**config.mk**
```make
export PLATFORM = sky130hd
export DESIGN_NAME = periodic_task_release_scheduler_unit
export DESIGN_NICKNAME = d
export VERILOG_FILES = /design/src/rtl/ptrs_pkg.sv /design/src/rtl/ptrs_rem_unit.sv /design/src/rtl/periodic_task_release_scheduler_unit.sv
export SDC_FILE = /design/constraint.sdc
export NUM_CORES = 1
export LEC_CHECK = 0
export ABC_AREA = 1
export BUFFER_PORTS_ARGS = -buffer_cell sky130_fd_sc_hd__buf_2
export CAP_MARGIN = 40
export CORE_AREA = 5 5 263 265
export CTS_CLUSTER_SIZE = 20
export DETAILED_ROUTE_END_ITERATION = 10
export DIE_AREA = 0 0 268 270
export HOLD_SLACK_MARGIN = 0.15
export PLACE_DENSITY = 0.47
export SLEW_MARGIN = 0
export SYNTH_ARGS = -nofsm -noshare
export SYNTH_HDL_FRONTEND = slang
export SYNTH_SLANG_ARGS = --single-unit
```
**constraint.sdc**
```tcl
create_clock -name aclk -period 10.7 [get_ports aclk]
set_input_delay 2.14 -clock aclk [delete_from_list [all_inputs] [get_ports aclk]]
set_output_delay 2.14 -clock aclk [all_outputs]
set_load 0.005 [all_outputs]
```
**src/rtl/ptrs_pkg.sv**
```systemverilog
`default_nettype none

package ptrs_pkg;

    // Table depth and derived widths
    localparam int TASKS     = 8;
    localparam int CNT_W     = $clog2(TASKS + 1);
    localparam int SLOT_W    = (TASKS > 1) ? $clog2(TASKS) : 1;
    localparam int MASK_BITS = 8;

    // Field widths
    localparam int TICK_W    = 32;
    localparam int PER_W     = 16;
    localparam int DIV_STEPS = TICK_W;
    localparam int STEP_W    = $clog2(DIV_STEPS);

    typedef enum logic [1:0] {
        ACT_TICK  = 2'd0,
        ACT_ADD   = 2'd1,
        ACT_CLEAR = 2'd2,
        ACT_NONE  = 2'd3
    } act_t;

    // Status returned by the remainder unit
    typedef struct packed {
        logic done;
        logic zero;
    } rem_res_t;

endpackage

`default_nettype wire

```
**src/rtl/ptrs_rem_unit.sv**
```systemverilog
`default_nettype none

// Bit-serial restoring remainder: one dividend bit per cycle.
module ptrs_rem_unit
    import ptrs_pkg::*;
(
    input  wire logic              aclk,
    input  wire logic              aresetn,
    input  wire logic              start,
    input  wire logic [TICK_W-1:0] dividend,
    input  wire logic [PER_W-1:0]  divisor,
    output rem_res_t               res
);

    typedef enum logic {
        RS_IDLE,
        RS_RUN
    } rs_state_t;

    rs_state_t           state_reg;
    logic [STEP_W-1:0]   step_reg;
    logic [TICK_W-1:0]   dvd_reg;
    logic [PER_W-1:0]    dsr_reg;
    logic [PER_W-1:0]    rem_reg;
    logic                done_reg;
    logic                zero_reg;

    logic [PER_W:0]      rem_sh;
    logic [PER_W+1:0]    diff;
    logic [PER_W-1:0]    rem_next;

    always_comb begin
        rem_sh = {rem_reg, dvd_reg[TICK_W-1]};
        diff   = {1'b0, rem_sh} - {2'b00, dsr_reg};
        if (diff[PER_W+1]) begin
            rem_next = rem_sh[PER_W-1:0];
        end else begin
            rem_next = diff[PER_W-1:0];
        end
    end

    always_ff @(posedge aclk) begin
        if (!aresetn) begin
            state_reg <= RS_IDLE;
            done_reg  <= 1'b0;
            zero_reg  <= 1'b0;
            step_reg  <= '0;
        end else begin
            done_reg <= 1'b0;
            unique case (state_reg)
                RS_IDLE: begin
                    if (start) begin
                        dvd_reg   <= dividend;
                        dsr_reg   <= divisor;
                        rem_reg   <= '0;
                        step_reg  <= '0;
                        state_reg <= RS_RUN;
                    end
                end
                RS_RUN: begin
                    rem_reg  <= rem_next;
                    dvd_reg  <= {dvd_reg[TICK_W-2:0], 1'b0};
                    step_reg <= step_reg + 1'b1;
                    if (step_reg == STEP_W'(DIV_STEPS - 1)) begin
                        done_reg  <= 1'b1;
                        zero_reg  <= (rem_next == '0);
                        state_reg <= RS_IDLE;
                    end
                end
                default: state_reg <= RS_IDLE;
            endcase
        end
    end

    assign res.done = done_reg;
    assign res.zero = zero_reg;

    a_done_after_run: assert property (@(posedge aclk) disable iff (!aresetn)
        done_reg |-> $past(state_reg == RS_RUN))
        else $error("remainder done without a run");

    a_no_start_busy: assert property (@(posedge aclk) disable iff (!aresetn)
        (state_reg == RS_RUN) |-> !start)
        else $error("remainder started while busy");

    a_run_then_idle: assert property (@(posedge aclk) disable iff (!aresetn)
        done_reg |-> (state_reg == RS_IDLE))
        else $error("remainder still running after done");

endmodule

`default_nettype wire

```
**src/rtl/periodic_task_release_scheduler_unit.sv**
```systemverilog
`default_nettype none

// Channel  Direction  Handshake           Payload
// s_       in         s_valid / s_ready   s_action, s_task_period, s_task_offset
// m_       out        m_valid / m_ready   m_due_mask, m_add_rejected, m_tick_now
//
// Add, clear and unused actions pass from accept to the post state and then into
// the result register, where the transaction can be taken downstream.
// A tick walks the table slot by slot: each stored task costs one table read,
// one setup state and a wait on the bit-serial remainder unit (32 steps plus
// the done handoff); a task with zero period skips the remainder and costs only
// the read and setup states.
// Reset (aresetn low, synchronous) empties the table and zeroes the tick count.
// One transaction is worked at a time; a finished result waits in the output
// register and the next transaction is accepted while it waits.
module periodic_task_release_scheduler_unit
    import ptrs_pkg::*;
(
    input  wire logic                 aclk,
    input  wire logic                 aresetn,
    input  wire logic                 s_valid,
    output logic                      s_ready,
    input  wire logic [1:0]           s_action,
    input  wire logic [PER_W-1:0]     s_task_period,
    input  wire logic [PER_W-1:0]     s_task_offset,
    output logic                      m_valid,
    input  wire logic                 m_ready,
    output logic [MASK_BITS-1:0]      m_due_mask,
    output logic                      m_add_rejected,
    output logic [TICK_W-1:0]         m_tick_now
);

    typedef enum logic [2:0] {
        ST_IDLE,
        ST_FETCH,
        ST_START,
        ST_WAIT,
        ST_POST
    } state_t;

    state_t                state_reg;
    logic [TICK_W-1:0]     tick_count_reg;
    logic [CNT_W-1:0]      task_total_reg;
    logic [SLOT_W-1:0]     slot_reg;
    logic [MASK_BITS-1:0]  mask_reg;
    logic                  rej_reg;

    // Result register
    logic                  m_valid_reg;
    logic [MASK_BITS-1:0]  due_mask_reg;
    logic                  add_rejected_reg;
    logic [TICK_W-1:0]     tick_now_reg;

    // Task table, one write port and one registered read port
    logic [PER_W-1:0]      period_mem [TASKS];
    logic [PER_W-1:0]      offset_mem [TASKS];
    logic [PER_W-1:0]      per_rd_reg;
    logic [PER_W-1:0]      off_rd_reg;

    logic                  accept;
    logic                  table_full;
    logic                  mem_we;
    logic                  rem_start;
    logic [TICK_W-1:0]     rem_dividend;
    rem_res_t              rem_res;
    logic [CNT_W-1:0]      slot_inc;
    logic                  slot_more;
    logic                  out_free;
    logic [MASK_BITS-1:0]  mask_set;

    assign s_ready    = (state_reg == ST_IDLE);
    assign accept     = s_valid && s_ready;
    assign table_full = (task_total_reg == CNT_W'(TASKS));
    assign mem_we     = accept && (s_action == ACT_ADD) && !table_full;
    assign out_free   = !m_valid_reg || m_ready;

    assign slot_inc   = CNT_W'(slot_reg) + 1'b1;
    assign slot_more  = (slot_inc < task_total_reg);

    // Release test of the current slot: (tick - offset) mod period
    assign rem_start    = (state_reg == ST_START) && (per_rd_reg != '0);
    assign rem_dividend = tick_count_reg - {{(TICK_W-PER_W){1'b0}}, off_rd_reg};

    // Mark the current slot's bit; slots beyond the mask width have none
    always_comb begin
        mask_set = '0;
        for (int b = 0; b < MASK_BITS; b++) begin
            if ((b < TASKS) && (slot_reg == SLOT_W'(b))) begin
                mask_set[b] = 1'b1;
            end
        end
    end

    ptrs_rem_unit u_rem (
        .aclk     (aclk),
        .aresetn  (aresetn),
        .start    (rem_start),
        .dividend (rem_dividend),
        .divisor  (per_rd_reg),
        .res      (rem_res)
    );

    // Table write on add, read of the slot being tested every cycle
    always_ff @(posedge aclk) begin
        if (mem_we) begin
            period_mem[task_total_reg[SLOT_W-1:0]] <= s_task_period;
            offset_mem[task_total_reg[SLOT_W-1:0]] <= s_task_offset;
        end
        per_rd_reg <= period_mem[slot_reg];
        off_rd_reg <= offset_mem[slot_reg];
    end

    always_ff @(posedge aclk) begin
        if (!aresetn) begin
            state_reg      <= ST_IDLE;
            tick_count_reg <= '0;
            task_total_reg <= '0;
            slot_reg       <= '0;
            mask_reg       <= '0;
            rej_reg        <= 1'b0;
            m_valid_reg    <= 1'b0;
        end else begin
            // Drop the result once the downstream side takes it, unless the
            // post state reloads the register at the same edge
            if (m_valid_reg && m_ready && (state_reg != ST_POST)) begin
                m_valid_reg <= 1'b0;
            end

            unique case (state_reg)
                ST_IDLE: begin
                    if (accept) begin
                        mask_reg <= '0;
                        rej_reg  <= 1'b0;
                        slot_reg <= '0;
                        state_reg <= ST_POST;
                        unique case (s_action)
                            ACT_TICK: begin
                                // Advance the count, then walk the table
                                tick_count_reg <= tick_count_reg + 1'b1;
                                if (task_total_reg != '0) begin
                                    state_reg <= ST_FETCH;
                                end
                            end
                            ACT_ADD: begin
                                if (table_full) begin
                                    rej_reg <= 1'b1;
                                end else begin
                                    task_total_reg <= task_total_reg + 1'b1;
                                end
                            end
                            ACT_CLEAR: begin
                                task_total_reg <= '0;
                                tick_count_reg <= '0;
                            end
                            default: begin
                                // Unused code: hold everything
                            end
                        endcase
                    end
                end
                ST_FETCH: begin
                    // Table read lands in per_rd_reg / off_rd_reg
                    state_reg <= ST_START;
                end
                ST_START: begin
                    if (per_rd_reg != '0) begin
                        state_reg <= ST_WAIT;
                    end else if (slot_more) begin
                        // Zero period: never due, skip to the next slot
                        slot_reg  <= SLOT_W'(slot_inc);
                        state_reg <= ST_FETCH;
                    end else begin
                        state_reg <= ST_POST;
                    end
                end
                ST_WAIT: begin
                    if (rem_res.done) begin
                        if (rem_res.zero) begin
                            mask_reg <= mask_reg | mask_set;
                        end
                        if (slot_more) begin
                            slot_reg  <= SLOT_W'(slot_inc);
                            state_reg <= ST_FETCH;
                        end else begin
                            state_reg <= ST_POST;
                        end
                    end
                end
                ST_POST: begin
                    // Load the result register once it is free
                    if (out_free) begin
                        m_valid_reg      <= 1'b1;
                        due_mask_reg     <= mask_reg;
                        add_rejected_reg <= rej_reg;
                        tick_now_reg     <= tick_count_reg;
                        state_reg        <= ST_IDLE;
                    end
                end
                default: state_reg <= ST_IDLE;
            endcase
        end
    end

    assign m_valid        = m_valid_reg;
    assign m_due_mask     = due_mask_reg;
    assign m_add_rejected = add_rejected_reg;
    assign m_tick_now     = tick_now_reg;

    a_total_bound: assert property (@(posedge aclk) disable iff (!aresetn)
        task_total_reg <= CNT_W'(TASKS))
        else $error("task count beyond table depth");

    a_full_add_holds: assert property (@(posedge aclk) disable iff (!aresetn)
        (accept && (s_action == ACT_ADD) && table_full)
            |=> (task_total_reg == $past(task_total_reg)) && rej_reg)
        else $error("add into full table changed the count");

    a_done_in_wait: assert property (@(posedge aclk) disable iff (!aresetn)
        rem_res.done |-> (state_reg == ST_WAIT))
        else $error("remainder finished outside the wait state");

    a_load_from_post: assert property (@(posedge aclk) disable iff (!aresetn)
        $rose(m_valid_reg) |-> $past(state_reg == ST_POST))
        else $error("result loaded outside the post state");

endmodule

`default_nettype wire
```
## Yosys cells after proc, flatten, opt, wreduce, memory -nomap -nowiden

Memory sizes are Yosys's and may differ from the RTL's. A register that Yosys moved wholly into a read port is not among the register bits.
Cells that the tools add are included.

- Register bits after elaboration: 165
- Latch bits: 0
- Memory bits (writable): 256
- Memory bits (read-only): 0
- Input port bits: 38
- Output and inout port bits: 43
- Word-level logic and storage cells: 127
- Memories kept: 2

- Add/subtract/negate cells: 6
- $mul: 0
- Div/mod/pow operators: 0
- Order comparisons: 1
- Equal/unequal tests: 23
- Shift-type cells: 0
- Mux-type cells: 46
- Bitwise gates (word level): 2
- Reductions and logical operators: 30

Memories:

| name | words | width | rd ports | clocked after Yosys merged registers in | wr ports | RTL line | text |
|---|---|---|---|---|---|---|---|
| offset_mem | 8 | 16 | 1 | 1 | 1 | periodic_task_release_scheduler_unit.sv:56 | `logic [PER_W-1:0] offset_mem [TASKS];` |
| period_mem | 8 | 16 | 1 | 1 | 1 | periodic_task_release_scheduler_unit.sv:55 | `logic [PER_W-1:0] period_mem [TASKS];` |

Operators with widths:

| operator | count |
|---|---|
| 32-bit case mux with 2 select lines | 2 |
| 3-bit two-way mux | 11 |
| 32-bit by 1-bit adder with 32-bit output (second input constant) | 1 |
| 16-bit two-way mux | 2 |
| 32-bit two-way mux | 1 |
| 16-bit case mux with 2 select lines | 1 |
| 32-bit by 16-bit subtractor with 32-bit output | 1 |
| 8-bit two-way mux | 3 |
| 1-bit two-way mux | 18 |
| 17-bit by 16-bit subtractor with 18-bit output | 1 |
| 16-bit zero test | 1 |
| 8-bit case mux with 2 select lines | 1 |
| 16-bit nonzero test | 1 |
| 3-bit == test (second input constant) | 5 |
| 3-bit case mux with 5 select lines | 1 |
| 3-bit by 2-bit == test with 1-bit output (second input constant) | 4 |
| 3-bit AND reduction | 4 |
| 4-bit AND reduction | 3 |
| 5-bit case mux with 2 select lines | 1 |
| 3-bit case mux with 3 select lines | 1 |
| 2-bit != test (second input constant) | 4 |
| 8-bit bitwise OR | 1 |
| 4-bit case mux with 2 select lines | 1 |
| 2-bit AND reduction | 4 |
| other kinds (23) | 35 |

## Longest topological paths before layout

- Depth after elaboration: 6
- Depth in mapped cells: 18
- Mapped depth without buffers: 17

## By module

Synthesis repeated with hierarchy kept, for this count alone.

- Cells, all modules: 2082
- Area total of the unflattened synthesis: 20307.0 um2

By module, submodules not included:

| module | times used | cells an instance | area each (um2) | seq. area each (um2) |
|---|---|---|---|---|
| periodic_task_release_scheduler_unit | 1 | 1595 | 16294.4 | 10600.2 |
| ptrs_rem_unit | 1 | 487 | 4012.6 | 2082.0 |

## Worst setup path before layout

OpenSTA, ideal clock, no wires.

- Kind: in2reg
- From: input aresetn
- To: register u_rem.dvd_reg[0], enable pin
- Setup time: 0.454 ns
- Arrival: 4.889 ns
- Required time: 10.246 ns
- Slack: 5.357 ns
- Stages: 4
- Path buffers: 2
- Cells stage by stage: clkbuf_1 > clkinv_1 > clkbuf_1 > nor2_1

- Word-level cells in the longest chain between the ends: 1

Ends and longest elaborated chain:

| element | RTL line | text |
|---|---|---|
| start, declared | periodic_task_release_scheduler_unit.sv:20 | `input wire logic aresetn,` |
| 2-bit AND reduction (no line) | -- |  |
| end signal, assigned | ptrs_rem_unit.sv:53 | `dvd_reg <= dividend;` |
| end signal, assigned | ptrs_rem_unit.sv:62 | `dvd_reg <= {dvd_reg[TICK_W-2:0], 1'b0};` |
| end, declared | ptrs_rem_unit.sv:22 | `logic [TICK_W-1:0] dvd_reg;` |

No other way between the ends.
A chain may end at the register's enable or synchronous reset.

## Worst setup path after layout

- From: input aresetn
- To: register u_rem.dvd_reg[3], enable pin

The elaborated chain is that of the path after synthesis.

==> run metrics <==
Critical Path Fanout Max=32; count of pins over their slew limit=0; Hold Violations, Final=0; critical path data arrival time=4070 ps; gpl congestion=0.866; Register-to-Register Setup Slack=7540 ps; endpoint of the worst hold-timing path=u_rem.dsr_reg[0]; layout overhead on the synthesized area=15.2%; commonest non-fill, non-tap cell in the layout=edfxtp_1; depth of the worst register-to-register path=13; sequential-to-total area share from yosys stat=64.3%; simple-gate share of the synthesized area=17.4%; Main synth FF type=edfxtp_1; Post-synth EDFFs=361; total chip power=3.91 mW; number of global-route vias before repair=approximately 13,000; multiplexer area fraction after synthesis=0%; area after detailed placement=21,200 sq um; commonest cells after routing, fill and taps aside=361 x edfxtp_1, 339 x nor2_1, 291 x nand2_1; clock tree from TritonCTS=done; CTS-repair resized insts=0; Setup crit end kind=register; leakage dissipation=8.54 nW; via density per instance=4.66; fraction of layout cells with a size suffix above 1=approximately 11%; Reg-to-Reg Start=u_rem.dsr_reg[12]; routed wire length=48,900 um; Worst Path Required=10,940 ps; final critical-path required period=3830 ps; Synth Area in Compound Gates=9.94%; HP Class=reg -> reg; insertion delay of the later-clocked pin in the worst-skew pair=610 ps; placed cells=around 2,800; top-area cell type share of the netlist area=between 50% and 60%; share of the synthesized netlist area taken by xor and xnor gates=0.444%; area of the mapped netlist=19,700 sq um; # nets final=2,094; final setup slack of the worst path=6870 ps; number of buffers inserted by post-CTS setup repair=0; root cell of the clock tree=clkbuf_16; number of cells on the worst hold path=0; largest net degree at the start of global routing=73; Worst Path Class, Setup=in -> reg; final number of setup-violating endpoints=0; number of routed nets with antenna violations=0; Power Density=172 nW/um^2; FILL cells=6,731; max-cap viol count=0; Die Area=between 70,000 and 80,000 sq um; share of flip-flops with an asynchronous set or reset after synthesis=0%; core region area=66,600 sq um; status=finished clean; #FFs+latches synth=453; vias after detailed routing=13,600; maximum VDD drop=~130 uV; worst-case clock buffer depth=3; number of sinks driven by the clock tree=453; Worst setup SP type=input pin; Chip Width=roughly 270 um; total of buffers placed on input and output ports=80; Reg-to-Reg End=u_rem.zero_reg; first-iteration detailed-routing DRC count=926; main combinational cell family by area after synthesis=simple AND/OR/NAND/NOR gates; Non-Filler Instances=2,926; count of unresolved DRC violations after routing=0; WL per Instance=16.7 um; highest routed layer=met4; wl on met1=23,500 um; Min-Delay Startpoint=per_rd_reg[0]; setup TNS=0 ps; iteration count of the initial detailed-routing pass=5; number of nets produced by synthesis=2,013; highest achievable clock rate=~260 MHz; row cnt=95; vertical extent of the die=270 um; top-level port count=81; instance count of the mapped netlist=1,927; antenna violations before repair=8; cell area after layout=around 23,000 sq um; clock tree skew after final layout=28.7 ps; pre-CTS worst setup slack=6260 ps; Area contributors post-synth=edfxtp_1 55%, dfxtp_1 9.3%, nor2_1 6.5%, nand2_1 5.5%, o21ai_0 4.4%; clock buffer count from CTS=50; DP HPWL=31,100 um; library cells used by synthesis=49; post-synthesis adder-cell area fraction=3.12%; detailed route wirelength on metal3=1930 um; cell accounting for the most synthesized area=edfxtp_1; clock input transition at the sequential cells of the worst setup and hold paths=60 ps; remaining global-route overflow=0; first-pass GRT wire length=76,800 um; unrepaired setup endpoints after global routing=false; slew of the pin with the lowest slew margin=approximately 910 ps; YS warnings=0; H-Tree Level Count=2; final clock period utilization by the worst path=35.8%; aggregate global-route resource usage=a little over an eighth; number of buffers added to fix hold violations after cts=0; syn_area_per_cell=10.2 sq um; max_slew headroom=39.4%; starting utilization of the core area=29.6%; routed wl met2=22,400 um
## critical path, cell delays in order
cell	delay, ps
buf_2	180
clkinv_1	550
nor2_4	690
buf_4	480
## through the flow
step | utilization (%) | hold slack [ps]
floorplan | - | 403
global placement | 31.7 | 416
detailed placement | 31.8 | 420
CTS | 34.1 | 434
global route | 34.1 | 447
finish | 34.1 | 431
## routing by layer
layer	vias to the layer above	GRT usage (%)
met2	252	21.1
met3	65	2.03
met5	-	0
li1	6830	-
met4	0	3.43
met1	6487	19.0
## cells by family (layout without fill, tap and decap cells)
logic type      count (synthesis)  count (layout)
fa+ha+maj                      48              48
buf+inv                       243             366
compound gates                360             360
simple gates                  813             813
flops                         453             453
xor+xnor                       10              10
other cells                     0               3
## power breakdown
part | switching, mW | internal [mW] | leakage (nW)
Sequential | 0.0319 | 1.95 | 4.03
Clock | 0.699 | 0.896 | 0.739
Combinational | 0.224 | 0.106 | 3.77
Total | 0.955 | 2.96 | 8.54
## cells in the mapped netlist (2+ instances only)
library cell and n:
a211oi_1 6, a21oi_1 91, a21oi_2 2, a31oi_1 36
buf_1 3, buf_2 4, buf_6 2, clkbuf_1 64
clkinv_1 3, dfxtp_1 92, edfxtp_1 361, fa_1 2
ha_1 46, inv_1 157, inv_2 10, nand2_1 291
nand2_2 3, nand3_1 76, nand3_2 2, nand3b_1 4
nand4_1 16, nor2_1 342, nor2_2 5, nor2_4 3
nor3_1 42, nor3_2 2, nor4_1 5, o21a_1 6
o21ai_0 174, o21bai_1 4, o22ai_1 32, o31ai_1 3
or2_1 2, or2_2 12, xor2_1 10
## how the worst max path moves through the flow
stage            start          endpoint  slack [ps]  depth (start not counted)
6_report       aresetn  u_rem.dvd_reg[3]        6870                          4
5_1_grt        aresetn  u_rem.dvd_reg[8]        6710                          4
4_1_cts        aresetn  u_rem.dvd_reg[5]        6890                          4
3_5_place_dp   aresetn  u_rem.dvd_reg[5]        6260                          4
3_3_place_gp   aresetn  u_rem.dvd_reg[0]        6310                          4
2_1_floorplan  aresetn  u_rem.dvd_reg[0]        5360                          4
## final cells by class
class | count | area (sq um) | share of cell area (%)
flip-flops and latches | 453 | 12700 | 55.9
multi-input cells | 1231 | 6150 | 27.1
clock buffers | 63 | 1310 | 5.77
well taps | 873 | 1090 | 4.81
inverters | 170 | 639 | 2.82
repair buffers | 102 | 602 | 2.65
clock inverters | 31 | 213 | 0.937
diodes | 3 | 7.51 | 0.0331
No activity file was read; power rests on OpenSTA's default activity.
